<file path="src/sv/sorted_priority_task_queue_top_defines.svh">
// Assertion macros for the sorted priority task queue.
`ifndef SORTED_PRIORITY_TASK_QUEUE_TOP_DEFINES_SVH
`define SORTED_PRIORITY_TASK_QUEUE_TOP_DEFINES_SVH

// Same-cycle implication, sampled on clk, off while in reset.
`define SPQ_ASSERT_NOW(label, ante, cons) \
	label: assert property (@(posedge clk) disable iff (!arst_n) (ante) |-> (cons)) \
		else $error("spq assertion failed");

// Next-cycle implication, sampled on clk, off while in reset.
`define SPQ_ASSERT_NEXT(label, ante, cons) \
	label: assert property (@(posedge clk) disable iff (!arst_n) (ante) |=> (cons)) \
		else $error("spq assertion failed");

`endif

</file>
<file path="src/sv/spq_pkg.sv">
package spq_pkg;

	localparam int CAPACITY  = 16;
	localparam int TAG_BITS  = 16;
	localparam int PRI_BITS  = 8;
	localparam int IDX_BITS  = $clog2(CAPACITY);
	localparam int CNT_BITS  = $clog2(CAPACITY + 1);
	localparam int OCNT_BITS = 5;
	localparam int OP_BITS   = 2;
	localparam int ST_BITS   = 2;

	localparam logic [OP_BITS-1:0] OP_ADD      = 2'd0;
	localparam logic [OP_BITS-1:0] OP_REMOVE   = 2'd1;
	localparam logic [OP_BITS-1:0] OP_COMPLETE = 2'd2;
	localparam logic [OP_BITS-1:0] OP_QUERY    = 2'd3;

	localparam logic [ST_BITS-1:0] STS_OK       = 2'd0;
	localparam logic [ST_BITS-1:0] STS_NOTFOUND = 2'd1;
	localparam logic [ST_BITS-1:0] STS_EMPTY    = 2'd2;
	localparam logic [ST_BITS-1:0] STS_FULL     = 2'd3;

	typedef struct packed {
		logic [OP_BITS-1:0]  op;
		logic [TAG_BITS-1:0] tag;
		logic [PRI_BITS-1:0] pri;
	} cmd_t;

	typedef struct packed {
		logic [ST_BITS-1:0]   status;
		logic [TAG_BITS-1:0]  tag;
		logic [PRI_BITS-1:0]  pri;
		logic [OCNT_BITS-1:0] tcount;
		logic [OCNT_BITS-1:0] dcount;
		logic                 last;
	} res_t;

endpackage

</file>
<file path="src/sv/spq_front.sv">
// Command queue: two-entry FIFO between the input port and the table sequencer.
module spq_front import spq_pkg::*; (
	input  logic clk,
	input  logic arst_n,
	input  logic push,
	output logic full,
	input  cmd_t cmd_in,
	output logic cmd_valid,
	input  logic cmd_take,
	output cmd_t cmd_out
);

	cmd_t       slot_q [2];
	logic       wr_q;
	logic       rd_q;
	logic [1:0] cnt_q;
	logic       do_push;
	logic       do_pop;

	assign full      = (cnt_q == 2'd2);
	assign cmd_valid = (cnt_q != 2'd0);
	assign cmd_out   = slot_q[rd_q];
	assign do_push   = push && !full;
	assign do_pop    = cmd_take && cmd_valid;

	always_ff @(posedge clk or negedge arst_n) begin
		if (!arst_n) begin
			wr_q  <= 1'b0;
			rd_q  <= 1'b0;
			cnt_q <= 2'd0;
		end else begin
			if (do_push) begin
				wr_q <= ~wr_q;
			end
			if (do_pop) begin
				rd_q <= ~rd_q;
			end
			cnt_q <= cnt_q + {1'b0, do_push} - {1'b0, do_pop};
		end
	end

	always_ff @(posedge clk) begin
		if (do_push) begin
			slot_q[wr_q] <= cmd_in;
		end
	end

endmodule

</file>
<file path="src/sv/spq_rfifo.sv">
// Result queue: two-entry FIFO between the sequencer and the output port.
module spq_rfifo import spq_pkg::*; (
	input  logic clk,
	input  logic arst_n,
	input  logic res_valid,
	output logic res_ready,
	input  res_t res_in,
	output logic empty,
	input  logic pop,
	output res_t res_out
);

	res_t       slot_q [2];
	logic       wr_q;
	logic       rd_q;
	logic [1:0] cnt_q;
	logic       do_push;
	logic       do_pop;

	assign res_ready = (cnt_q != 2'd2);
	assign empty     = (cnt_q == 2'd0);
	assign res_out   = slot_q[rd_q];
	assign do_push   = res_valid && res_ready;
	assign do_pop    = pop && !empty;

	always_ff @(posedge clk or negedge arst_n) begin
		if (!arst_n) begin
			wr_q  <= 1'b0;
			rd_q  <= 1'b0;
			cnt_q <= 2'd0;
		end else begin
			if (do_push) begin
				wr_q <= ~wr_q;
			end
			if (do_pop) begin
				rd_q <= ~rd_q;
			end
			cnt_q <= cnt_q + {1'b0, do_push} - {1'b0, do_pop};
		end
	end

	always_ff @(posedge clk) begin
		if (do_push) begin
			slot_q[wr_q] <= res_in;
		end
	end

endmodule

</file>
<file path="src/sv/spq_back.sv">
// Table sequencer: sorted entry registers, one entry examined per cycle unless a result is held.
module spq_back import spq_pkg::*; (
	input  logic clk,
	input  logic arst_n,
	input  logic cmd_valid,
	output logic cmd_take,
	input  cmd_t cmd_in,
	output logic res_valid,
	input  logic res_ready,
	output res_t res_out
);

	localparam logic [2:0] S_IDLE   = 3'd0;
	localparam logic [2:0] S_ADD    = 3'd1;
	localparam logic [2:0] S_FIND   = 3'd2;
	localparam logic [2:0] S_QFIRST = 3'd3;
	localparam logic [2:0] S_QSCAN  = 3'd4;

	logic [2:0]          state_q;
	cmd_t                cmd_q;
	logic [CNT_BITS-1:0] p_q;
	logic [CNT_BITS-1:0] held_q;
	logic [CNT_BITS-1:0] dcnt_q;
	logic [PRI_BITS-1:0] best_q;
	logic [TAG_BITS-1:0] hold_tag_q;

	logic [TAG_BITS-1:0] tag_q  [CAPACITY];
	logic [PRI_BITS-1:0] pri_q  [CAPACITY];
	logic                done_q [CAPACITY];

	logic [TAG_BITS-1:0] rd_tag;
	logic [PRI_BITS-1:0] rd_pri;
	logic                rd_done;
	logic                at_end;
	logic                is_full;
	logic                add_stop;
	logic                match;

	// control decisions for this cycle
	logic                emit;
	logic                fire;
	logic                do_insert;
	logic                do_remove;
	logic                do_mark;
	logic                step;
	logic                q_hit;
	logic [CNT_BITS-1:0] held_nx;
	logic [CNT_BITS-1:0] dcnt_nx;

	assign rd_tag  = tag_q[p_q[IDX_BITS-1:0]];
	assign rd_pri  = pri_q[p_q[IDX_BITS-1:0]];
	assign rd_done = done_q[p_q[IDX_BITS-1:0]];
	assign at_end  = (p_q == held_q);
	assign is_full = (held_q == CNT_BITS'(CAPACITY));
	// head of equal priority keeps its place; elsewhere insert ahead of equals
	assign add_stop = at_end ||
		((p_q == '0) ? (rd_pri > cmd_q.pri) : (rd_pri >= cmd_q.pri));
	assign match   = (rd_tag == cmd_q.tag);
	assign q_hit   = !rd_done && (rd_pri == best_q);
	assign cmd_take = (state_q == S_IDLE);
	assign fire    = emit && res_ready;

	always_comb begin
		emit      = 1'b0;
		do_insert = 1'b0;
		do_remove = 1'b0;
		do_mark   = 1'b0;
		step      = 1'b0;
		held_nx   = held_q;
		dcnt_nx   = dcnt_q;
		res_out.status = STS_OK;
		res_out.tag    = cmd_q.tag;
		res_out.pri    = cmd_q.pri;
		res_out.last   = 1'b1;
		unique case (state_q)
			S_IDLE: begin
			end
			S_ADD: begin
				if (is_full) begin
					emit = 1'b1;
					res_out.status = STS_FULL;
				end else if (add_stop) begin
					emit      = 1'b1;
					do_insert = 1'b1;
					held_nx   = held_q + 1'b1;
				end else begin
					step = 1'b1;
				end
			end
			S_FIND: begin
				res_out.pri = '0;
				if (held_q == '0) begin
					emit = 1'b1;
					res_out.status = STS_EMPTY;
				end else if (at_end) begin
					emit = 1'b1;
					res_out.status = STS_NOTFOUND;
				end else if (match) begin
					emit        = 1'b1;
					res_out.pri = rd_pri;
					if (cmd_q.op == OP_REMOVE) begin
						do_remove = 1'b1;
						held_nx   = held_q - 1'b1;
						if (rd_done && dcnt_q != '0) begin
							dcnt_nx = dcnt_q - 1'b1;
						end
					end else begin
						do_mark = 1'b1;
						if (!rd_done) begin
							dcnt_nx = dcnt_q + 1'b1;
						end
					end
				end else begin
					step = 1'b1;
				end
			end
			S_QFIRST: begin
				res_out.tag = '0;
				res_out.pri = '0;
				if (at_end) begin
					emit = 1'b1;
					res_out.status = STS_EMPTY;
				end else begin
					step = 1'b1;
				end
			end
			S_QSCAN: begin
				res_out.tag = hold_tag_q;
				res_out.pri = best_q;
				if (at_end) begin
					emit = 1'b1;
				end else if (q_hit) begin
					// a later match exists, so the held one is not the last
					emit         = 1'b1;
					res_out.last = 1'b0;
				end else begin
					step = 1'b1;
				end
			end
			default: begin
			end
		endcase
		res_out.tcount = OCNT_BITS'(held_nx);
		res_out.dcount = OCNT_BITS'(dcnt_nx);
	end

	assign res_valid = emit;

	always_ff @(posedge clk or negedge arst_n) begin
		if (!arst_n) begin
			state_q <= S_IDLE;
			p_q     <= '0;
			held_q  <= '0;
			dcnt_q  <= '0;
		end else begin
			if (fire) begin
				held_q <= held_nx;
				dcnt_q <= dcnt_nx;
			end
			unique case (state_q)
				S_IDLE: begin
					p_q <= '0;
					if (cmd_valid) begin
						unique case (cmd_in.op)
							OP_ADD:                 state_q <= S_ADD;
							OP_REMOVE, OP_COMPLETE: state_q <= S_FIND;
							OP_QUERY:               state_q <= S_QFIRST;
							default:                state_q <= S_IDLE;
						endcase
					end
				end
				S_ADD, S_FIND: begin
					if (step) begin
						p_q <= p_q + 1'b1;
					end else if (fire) begin
						state_q <= S_IDLE;
					end
				end
				S_QFIRST: begin
					if (fire) begin
						state_q <= S_IDLE;
					end else if (step) begin
						p_q <= p_q + 1'b1;
						if (!rd_done) begin
							state_q <= S_QSCAN;
						end
					end
				end
				S_QSCAN: begin
					if (step) begin
						p_q <= p_q + 1'b1;
					end else if (fire) begin
						if (at_end) begin
							state_q <= S_IDLE;
						end else begin
							p_q <= p_q + 1'b1;
						end
					end
				end
				default: state_q <= S_IDLE;
			endcase
		end
	end

	// command latch and query bookkeeping
	always_ff @(posedge clk) begin
		if (state_q == S_IDLE && cmd_valid) begin
			cmd_q <= cmd_in;
		end
		if (state_q == S_QFIRST && step && !rd_done) begin
			best_q     <= rd_pri;
			hold_tag_q <= rd_tag;
		end
		if (state_q == S_QSCAN && fire && !at_end) begin
			hold_tag_q <= rd_tag;
		end
	end

	// entry row: each entry loads from itself, a neighbour or the new command
	always_ff @(posedge clk) begin
		for (int j = 0; j < CAPACITY; j++) begin
			if (fire && do_insert) begin
				if (CNT_BITS'(j) == p_q) begin
					tag_q[j] <= cmd_q.tag;
					pri_q[j] <= cmd_q.pri;
				end else if (CNT_BITS'(j) > p_q && j > 0) begin
					tag_q[j] <= tag_q[(j > 0) ? j - 1 : 0];
					pri_q[j] <= pri_q[(j > 0) ? j - 1 : 0];
				end
			end else if (fire && do_remove) begin
				if (CNT_BITS'(j) >= p_q && j + 1 < CAPACITY) begin
					tag_q[j] <= tag_q[(j + 1 < CAPACITY) ? j + 1 : j];
					pri_q[j] <= pri_q[(j + 1 < CAPACITY) ? j + 1 : j];
				end
			end
		end
	end

	always_ff @(posedge clk or negedge arst_n) begin
		if (!arst_n) begin
			for (int j = 0; j < CAPACITY; j++) begin
				done_q[j] <= 1'b0;
			end
		end else begin
			for (int j = 0; j < CAPACITY; j++) begin
				if (fire && do_insert) begin
					if (CNT_BITS'(j) == p_q) begin
						done_q[j] <= 1'b0;
					end else if (CNT_BITS'(j) > p_q && j > 0) begin
						done_q[j] <= done_q[(j > 0) ? j - 1 : 0];
					end
				end else if (fire && do_remove) begin
					if (CNT_BITS'(j) >= p_q) begin
						if (j + 1 < CAPACITY) begin
							done_q[j] <= done_q[(j + 1 < CAPACITY) ? j + 1 : j];
						end else begin
							done_q[j] <= 1'b0;
						end
					end
				end else if (fire && do_mark && CNT_BITS'(j) == p_q) begin
					done_q[j] <= 1'b1;
				end
			end
		end
	end

endmodule

</file>
<file path="src/sv/sorted_priority_task_queue_top.sv">
// Sorted priority task queue.
// Input channel: present opcode, task_tag and priority_req with push; the
// transfer happens on a rising edge with push high and full low. A two-entry
// command queue lets up to two commands wait while the table is busy.
// Output channel: while empty is low the oldest result is on the result ports;
// pop high on a rising edge transfers it. Results wait in a two-entry queue.
// The sequencer takes a command only while idle, then reads a single table
// entry per cycle, holding its place while a result waits for queue room:
//   add            scans to the insert point
//   remove/complete scans for the tag
//   query          scans the table, a listed result leaving in
//                  the cycle its successor is found.
// It takes no new command until it is through with the last one.
// Insert and remove shift the whole entry row as the result is accepted.
// Reset (arst_n low) empties both queues and the table, clears all done marks.
// If the receiver stalls, the result queue fills and the sequencer holds its
// place until space frees; the command queue then fills and raises full.
module sorted_priority_task_queue_top import spq_pkg::*; (
	input  logic                 clk,
	input  logic                 arst_n,
	// input channel
	input  logic                 push,
	output logic                 full,
	input  logic [OP_BITS-1:0]   opcode,
	input  logic [TAG_BITS-1:0]  task_tag,
	input  logic [PRI_BITS-1:0]  priority_req,
	// result channel
	output logic                 empty,
	input  logic                 pop,
	output logic [ST_BITS-1:0]   status,
	output logic [TAG_BITS-1:0]  result_tag,
	output logic [PRI_BITS-1:0]  result_priority,
	output logic [OCNT_BITS-1:0] task_count,
	output logic [OCNT_BITS-1:0] completed_count,
	output logic                 last
);

	`include "sorted_priority_task_queue_top_defines.svh"

	cmd_t cmd_in;
	cmd_t cmd_head;
	logic cmd_valid;
	logic cmd_take;
	res_t res_back;
	logic res_valid;
	logic res_ready;
	res_t res_head;

	assign cmd_in.op  = opcode;
	assign cmd_in.tag = task_tag;
	assign cmd_in.pri = priority_req;

	// front: command queue
	spq_front u_front (
		.clk       (clk),
		.arst_n    (arst_n),
		.push      (push),
		.full      (full),
		.cmd_in    (cmd_in),
		.cmd_valid (cmd_valid),
		.cmd_take  (cmd_take),
		.cmd_out   (cmd_head)
	);

	// back: sorted table and its sequencer
	spq_back u_back (
		.clk       (clk),
		.arst_n    (arst_n),
		.cmd_valid (cmd_valid),
		.cmd_take  (cmd_take),
		.cmd_in    (cmd_head),
		.res_valid (res_valid),
		.res_ready (res_ready),
		.res_out   (res_back)
	);

	// result queue towards the consumer
	spq_rfifo u_rfifo (
		.clk       (clk),
		.arst_n    (arst_n),
		.res_valid (res_valid),
		.res_ready (res_ready),
		.res_in    (res_back),
		.empty     (empty),
		.pop       (pop),
		.res_out   (res_head)
	);

	assign status          = res_head.status;
	assign result_tag      = res_head.tag;
	assign result_priority = res_head.pri;
	assign task_count      = res_head.tcount;
	assign completed_count = res_head.dcount;
	assign last            = res_head.last;

	// completed entries are a subset of held entries
	`SPQ_ASSERT_NOW(a_done_le_held, !empty, completed_count <= task_count)
	// a rejected add only ever comes from a full table
	`SPQ_ASSERT_NOW(a_full_count, !empty && status == STS_FULL,
		task_count == OCNT_BITS'(CAPACITY))
	// only a query listing produces more than one result per command
	`SPQ_ASSERT_NOW(a_err_is_last, !empty && status != STS_OK, last)
	// the sequencer never emits while it is idle taking commands
	`SPQ_ASSERT_NOW(a_no_emit_idle, cmd_take, !res_valid)

endmodule

</file>
<file path="config.mk">
export PLATFORM = sky130hd
export DESIGN_NAME = sorted_priority_task_queue_top
export DESIGN_NICKNAME = d
export VERILOG_FILES = /design/src/sv/spq_pkg.sv /design/src/sv/spq_front.sv /design/src/sv/spq_rfifo.sv /design/src/sv/spq_back.sv /design/src/sv/sorted_priority_task_queue_top.sv
export VERILOG_INCLUDE_DIRS = /design/src /design/src/sv
export SDC_FILE = /design/constraint.sdc
export NUM_CORES = 1
export LEC_CHECK = 0
export CAP_MARGIN = 20
export CORE_AREA = 5 5 232 234
export DETAILED_ROUTE_END_ITERATION = 10
export DIE_AREA = 0 0 237 239
export DONT_BUFFER_PORTS = 1
export PLACE_DENSITY = 0.8
export SYNTH_ARGS = -nofsm -noshare
export SYNTH_HDL_FRONTEND = slang
export SYNTH_SLANG_ARGS = --single-unit
</file>
<file path="constraint.sdc">
create_clock -name clk -period 9.2 [get_ports clk]
set_input_delay 1.38 -clock clk [delete_from_list [all_inputs] [get_ports clk]]
set_output_delay 1.38 -clock clk [all_outputs]
set_load 0.02 [all_outputs]
</file>
==> results of run 1 <==
layout by cell type, fill, tap and decap left out, drive strengths merged, types with 5 or more instances in the layout:
cell    count
o22ai      28
bufinv      8
nand3      29
nor3       19
clkinv     29
and2       11
clkbuf     80
or2         8
mux2i     359
a221oi      9
xor2       15
or3         5
and3        5
xnor2      29
nor2b      13
nand4      12
buf        82
a211o       5
o31ai      12
nand2     259
nor2      344
dfrtp      42
edfxtp    560
nand2b     18
nor4        7
a21oi     263
a31oi      64
inv        49
a22o       18
o21ai     129
ha         20
o211ai      9
mux2      142
mux4       57
a22oi      21
logic make-up after synthesis:
logic type,count (synthesis)
simple gates,741
compound gates,606
flops,602
mux,558
buf+inv,290
xor+xnor,44
fa+ha+maj,20
final cells by class:
cell class              count  share of cell area, %
flip-flops and latches    602                   49.8
well taps                 688                   2.40
repair buffers             82                   1.85
diodes                      1                0.00697
clock inverters            42                   1.18
multi-input cells        1969                   39.2
clock buffers              80                   5.04
inverters                  48                  0.502
metrics by stage:
step | utilization [%] | setup WS [ns] | power [uW] | hold WS [ns] | instance area (um^2)
2_1_floorplan | - | 2.77 | 8010 | 0.455 | 33000
3_3_place_gp | 64.9 | 2.26 | 9460 | 0.487 | 33600
3_5_place_dp | 64.9 | 2.20 | 9640 | 0.486 | 33600
4_1_cts | 69.3 | 2.16 | 12400 | 0.451 | 35900
5_1_grt | 69.3 | 1.73 | 13000 | 0.454 | 35900
6_report | 69.3 | 1.96 | 12600 | 0.465 | 35900
sequential cells by signal, summed over array words and instances (netlist names), 2 cells and up:
signal and count:
u_front.cnt_q 2, u_front.slot_q 52, u_back.tag_q 256, u_back.best_q 8, u_back.held_q 5, u_rfifo.cnt_q 2, u_back.hold_tag_q 16, u_back.done_q 16
u_back.pri_q 128, u_back.dcnt_q 5, u_back.p_q 5, u_back.state_q 3, u_rfifo.slot_q 74, u_back.cmd_q 26
per-layer routing:
layer	share of wire (%)	up-vias
li1	-	10500
met1	34	12200
met2	42	2413
met3	16	547
met4	7.5	2
met5	0.010	-
final timing paths:
kind / endpoint / slack (ns)
worst max-delay path: u_back.tag_q[8][11]$_DFFE_PP_ / 1.96
worst min-delay path: u_back.done_q[3]$_DFFE_PN0P_ / 0.46
worst max register to register: u_back.tag_q[8][11]$_DFFE_PP_ / 1.96
worst min register to register: u_rfifo.cnt_q[1]$_DFF_PN0_ / 0.50
max in group asynchronous: u_back.dcnt_q[2]$_DFFE_PN0N_ / 8.62
min in group clk: u_rfifo.cnt_q[1]$_DFF_PN0_ / 0.50
Yosys cell counts (all sizes together), types with 4 or more instances:
master,count
nand2b,18
edfxtp,560
nand2,259
nor3,19
a211o,5
nor2,344
a211oi,4
xnor2,29
o21ai,129
clkbuf,145
mux2i,359
mux2,142
a21oi,263
nand4,12
or3,5
o211ai,9
a221oi,9
or2,8
o22ai,28
dfrtp,42
a22oi,21
a22o,18
inv,46
xor2,15
nor4,7
o221ai,4
and4,4
buf,97
nand3,29
and2,11
nor2b,13
and3,5
mux4,57
o2111ai,4
a31oi,64
o31ai,12
ha,20
a21boi,4
critical path: cells and delay by family (launching register included):
kind                      cells  cell delay, ns
AOI/OAI and AO/OA             2            0.99
xor gates and xnor gates      1            0.18
buffers and inverters         3            1.41
DFF                           1            0.88
muxes                         3            1.17
and+or+nand+nor               5            2.31
power breakdown:
group / internal, uW / switching (uW) / total (uW) / leakage [uW]
Clock: 1640 / 1130 / 2760 / 0.00109
Combinational: 1880 / 3170 / 5040 / 0.00721
Sequential: 4130 / 693 / 4820 / 0.00558
==> run_results.csv, run 1 <==
group,metric,value,unit
setup_path,worstPathArrival,7.69,ns
timing,period_share,78.7,%
timing,max_slew_margin,19.3,%
cells_and_area,n_fill_cell,3626,
yosys,yosys.cell_types.count,75,
yosys,synth_top_cell_by_area,"edfxtp_1",
yosys,synthXorXnorAreaFrac,1.17,%
run,drv_cap,0,
global_routing,grt_util_met1,49.6,%
timing,finalSetupTns,0,ns
floorplan,fp-row-count,84,
yosys,yosys_warnings,0,
setup_path,crit_path_start_kind,"flop",
detailed_routing,drtAntennaViolNets,0,
global_routing,grt_pass1_wl,159,mm
detailed_routing,drtIter0Drc,4358,
global_routing,grtUsageMet3,13.0,%
yosys,yosys.area_share.simple,9.39,%
setup_path,timing.rr.start,"u_back.p_q[2]$_DFFE_PN0P_",
min_path,hp-class,"in -> async",
floorplan,ioPinCount,69,
cts,clkTransAtPathRegs,0.07,ns
yosys,async_flop_share,6.98,%
yosys,synth_top_family_by_area,"multiplexers",
power_and_ir_drop,p_leak,0.0139,uW
cts,h-tree-depth,3,
timing,fmax,138,MHz
global_routing,first_global_vias,24800,
floorplan,die_area,0.0566,mm^2
yosys,seq_area_frac_synth,54.1,%
cts,clockBufferDepth,3,
yosys,synth_area,0.0330,mm^2
yosys,synth_edf_count,560,
detailed_routing,num_vias,25600,
setup_path,crit_fanout,91,
detailed_routing,via_per_inst,7.30,
yosys,synth_fa_ha_area_share,0.758,%
cells_and_area,syn_to_final_growth,8.79,%
setup_path,required,9.65,ns
yosys,synthTopCellsByArea,"edfxtp_1, mux2i_1, mux2_2",
global_routing,grtUsageTotal,37.6,%
global_routing,use_met2,54.3,%
yosys,postSynthAreaPerCell,11.5,um^2
power_and_ir_drop,peakVddDrop,0.272,mV
cts,cts_tree,"built",
floorplan,start_util,63.7,%
global_routing,antenna_found_initial,2,
cts,clk_root_buffer_cell,"clkbuf_16",
setup_path,critPathLaunch,"u_back.p_q[2]$_DFFE_PN0P_",
placed_design,hpwl,67.5,mm
cells_and_area,seqCellArea,0.0179,mm^2
cts,ctsHoldBuffers,0,
cts,cts_resized,0,
yosys,ys_dominant_reg_cell,"edfxtp_1",
timing,slew_viol_final,0,
timing,finalSetupViolCount,0,
setup_path,crit_type,"reg -> reg",
global_routing,gr-max-usage-layer,"met2",
timing,period_minus_slack,7.24,ns
cts,numCtsBuffers,68,
setup_path,slowest_delay,1.05,ns
cts,cts_setup_buffers,0,
detailed_routing,routed_wl,109,mm
timing,worst_slew_pin_slew,1.20,ns
setup_path,crit_top_cell,"buf_4",
placed_design,io_buffers,0,
cts,cts_sinks,602,
setup_path,cp_cell_sequence,"buf_12 -> mux4_2 -> mux2_2 -> mux2i_1 -> xor2_1 -> nand2_1 -> nand4b_1 -> or4_1 -> and2_1 -> buf_4 -> a211oi_4 -> buf_4 -> nor2_1 -> a21oi_2",
cells_and_area,fin_cells,3512,
cells_and_area,multi_input_area,0.0141,mm^2
timing,finalHoldViolCount,0,
floorplan,placeableCoreArea,0.0518,mm^2
yosys,synth_top_area_share,50.9,%
status,status,"complete, no violations",
global_routing,grt_overflow_total,0,
yosys,syn_inst,2861,
cts,clk_latency,0.61,ns
yosys,synth_compound_area_share,11.1,%
floorplan,die_h,239,um
yosys,ys_ff_latch,602,
floorplan,die_w,237,um
detailed_routing,wl_per_cell,31.0,um
setup_path,cp_slowest_cell,"or4_1",
power_and_ir_drop,power_density,352,mW/mm^2
timing,rsz0062_at_grt,"no",
setup_path,worstSetupEndpointType,"flop",
timing,worst_clock_skew,0.0244,ns
detailed_routing,drc,0,
yosys,synthMuxAreaShare,19.6,%
global_routing,grt_max_degree,92,
placed_design,gp_congestion,0.972,
cells_and_area,drive_gt1_share,16.3,%
setup_path,rr_worst_depth,14,
cells_and_area,nets,2821,
yosys,synth_nets,2911,
placed_design,dp.cells,3388,
detailed_routing,drt_pass1_iterations,6,
Power figures use the tool's default switching activity.
==> run 2, diff against run 1 <==
==> constraint.sdc (replaced) <==
create_clock -name clk -period 7.35 [get_ports clk]
set_input_delay 1.1025 -clock clk [delete_from_list [all_inputs] [get_ports clk]]
set_output_delay 1.1025 -clock clk [all_outputs]
set_load 0.02 [all_outputs]
==> run_results.csv, run 2 (synthesis results as in run 1) <==
group,metric,value,unit
placed_design,hpwl,68.4,mm
timing,worst_clock_skew,0.0245,ns
detailed_routing,routed_wl,110,mm
cts,numCtsBuffers,67,
global_routing,first_global_vias,25100,
power_and_ir_drop,p_switching,6260,uW
min_path,hp-class,"in -> async",
cts,clockBufferDepth,3,
cells_and_area,layout_commonest_cell,"edfxtp_1",
timing,worst_slew_pin_slew,1.30,ns
cells_and_area,num_antenna_cells,0,
setup_path,crit_fanout,41,
setup_path,required,7.68,ns
power_and_ir_drop,total_power,15800,uW
timing,max_slew_margin,13.7,%
timing,finalHoldViolCount,0,
cells_and_area,largest_reg_flops,256,
floorplan,start_util,63.7,%
setup_path,crit_path_start_kind,"flop",
timing,finalSetupTns,0,ns
power_and_ir_drop,pwr-share-clk,20.9,%
timing,finalSetupViolCount,0,
power_and_ir_drop,power_frac_comb,41.2,%
cts,h-tree-depth,3,
timing,period_minus_slack,5.95,ns
power_and_ir_drop,peakVddDrop,0.276,mV
power_and_ir_drop,p_int,9490,uW
floorplan,die_h,239,um
cells_and_area,final_cell_mix,"edfxtp_1, mux2i_1, nor2_1, nand2_1, a21oi_1",
setup_path,cp_slowest_cell,"dfrtp_4",
setup_path,r2r_slack,1.40,ns
placed_design,io_buffers,0,
power_and_ir_drop,power_density,438,mW/mm^2
cts,clkTransAtPathRegs,0.07,ns
setup_path,crit_top_cell,"nor2_1",
power_and_ir_drop,swShare,39.8,%
cts,ctsHoldBuffers,0,
setup_path,crit_type,"reg -> reg",
setup_path,worstSetupEndpointType,"flop",
floorplan,die_w,237,um
power_and_ir_drop,p_leak,0.0140,uW
cts,cts_resized,0,
cells_and_area,n_fill_cell,3623,
global_routing,grtUsageTotal,38.0,%
cts,clk_root_buffer_cell,"clkbuf_16",
timing,slew_viol_final,0,
setup_path,crit_buf_inv,3,
detailed_routing,drtAntennaViolNets,0,
detailed_routing,drtIter0Drc,4421,
run,drv_cap,0,
status,status,"complete, no violations",
placed_design,gp_congestion,0.976,
timing,period_share,81.0,%
cts,cts_setup_buffers,0,
floorplan,placeableCoreArea,0.0518,mm^2
global_routing,grt_max_degree,60,
cts,cts_sinks,602,
detailed_routing,num_vias,25700,
global_routing,grt_pass1_wl,161,mm
timing,fmax,168,MHz
setup_path,slowest_delay,0.90,ns
floorplan,die_area,0.0566,mm^2
global_routing,antenna_found_initial,0,
setup_path,worstPathArrival,6.29,ns
detailed_routing,drc,0,
timing,timing.hold.ws,0.177,ns
detailed_routing,drt_pass1_iterations,8,
detailed_routing,wl_per_cell,31.2,um
setup_path,critPathTopFamily,"simple AND/OR/NAND/NOR gates",
floorplan,fp-row-count,84,
detailed_routing,via_per_inst,7.28,
timing,rsz0062_at_grt,"no",
floorplan,ioPinCount,69,
cells_and_area,drive_gt1_share,17.0,%
cells_and_area,nets,2841,
setup_path,cp_cell_sequence,"nor2_1 -> a221oi_1 -> nor2_1 -> o21ai_0 -> inv_1 -> ha_1 -> nor2b_1 -> o21a_1 -> o21ai_0 -> a21o_1 -> a41oi_1 -> or2_2 -> nand3_1 -> buf_4 -> nor2_1 -> nand2_2 -> buf_4 -> mux2i_1 -> a21oi_1",
cts,clk_latency,0.61,ns
cells_and_area,reg.largest.list,"u_back.tag_q (256), u_back.pri_q (128), u_rfifo.slot_q (74)",
cells_and_area,syn_to_final_growth,9.06,%
power_and_ir_drop,pwr-share-seq,37.9,%
cells_and_area,regMostFlops,"u_back.tag_q",
global_routing,grt_overflow_total,0,
cts,cts_tree,"built",
[run 2: cell type report]
class                      instances  area, um^2  area share [%]
clock buffer                      84        1830            5.09
clock inverter                    32         269           0.747
inverter                          48         180           0.501
multi-input combinational       1969       14100            39.1
sequential                       602       17900            49.7
tap                              688         861            2.39
timing repair buffer             103         893            2.48
[run 2: final timing paths]
check	startpoint	depth (start not counted)	endpoint
min in group clk	u_front.cnt_q[1]$_DFF_PN0_	1	u_front.cnt_q[1]$_DFF_PN0_
max	u_back.p_q[2]$_DFFE_PN0P_	19	u_back.tag_q[1][8]$_DFFE_PP_
max reg2reg	u_back.p_q[2]$_DFFE_PN0P_	19	u_back.tag_q[1][8]$_DFFE_PP_
min reg2reg	u_front.cnt_q[1]$_DFF_PN0_	1	u_front.cnt_q[1]$_DFF_PN0_
max in group asynchronous	arst_n	0	u_rfifo.rd_q$_DFFE_PN0P_
min	arst_n	0	u_back.held_q[2]$_DFFE_PN0N_
[run 2: metrics by stage]
stage / setup slack, ns / cell area, um^2 / cells / utilization [%]
2_1_floorplan: 0.918 / 33000 / 2861 / -
3_3_place_gp: 1.58 / 33800 / 3407 / 65.3
3_5_place_dp: 1.39 / 33800 / 3407 / 65.3
4_1_cts: 1.39 / 35900 / 3523 / 69.3
5_1_grt: 1.20 / 36000 / 3526 / 69.5
6_report: 1.40 / 36000 / 3526 / 69.5
[run 2: routing by layer]
metal  up-vias  global-route usage, %  routed length, um
li1      10500                      -                  -
met1     12200                   49.8              36900
met2      2436                   55.4              46800
met5         -                  0.337                  0
met4         0                   21.6               7950
met3       570                   13.6              18400
[run 2: power groups by stage]
stage | clock [uW] | combinational, uW | sequential [uW]
2_1_floorplan | 0 | 4520 | 5500
3_3_place_gp | 0 | 6030 | 5930
3_5_place_dp | 0 | 6230 | 5960
4_1_cts | 3300 | 6260 | 5900
5_1_grt | 3460 | 6810 | 6000
6_report | 3300 | 6490 | 5960
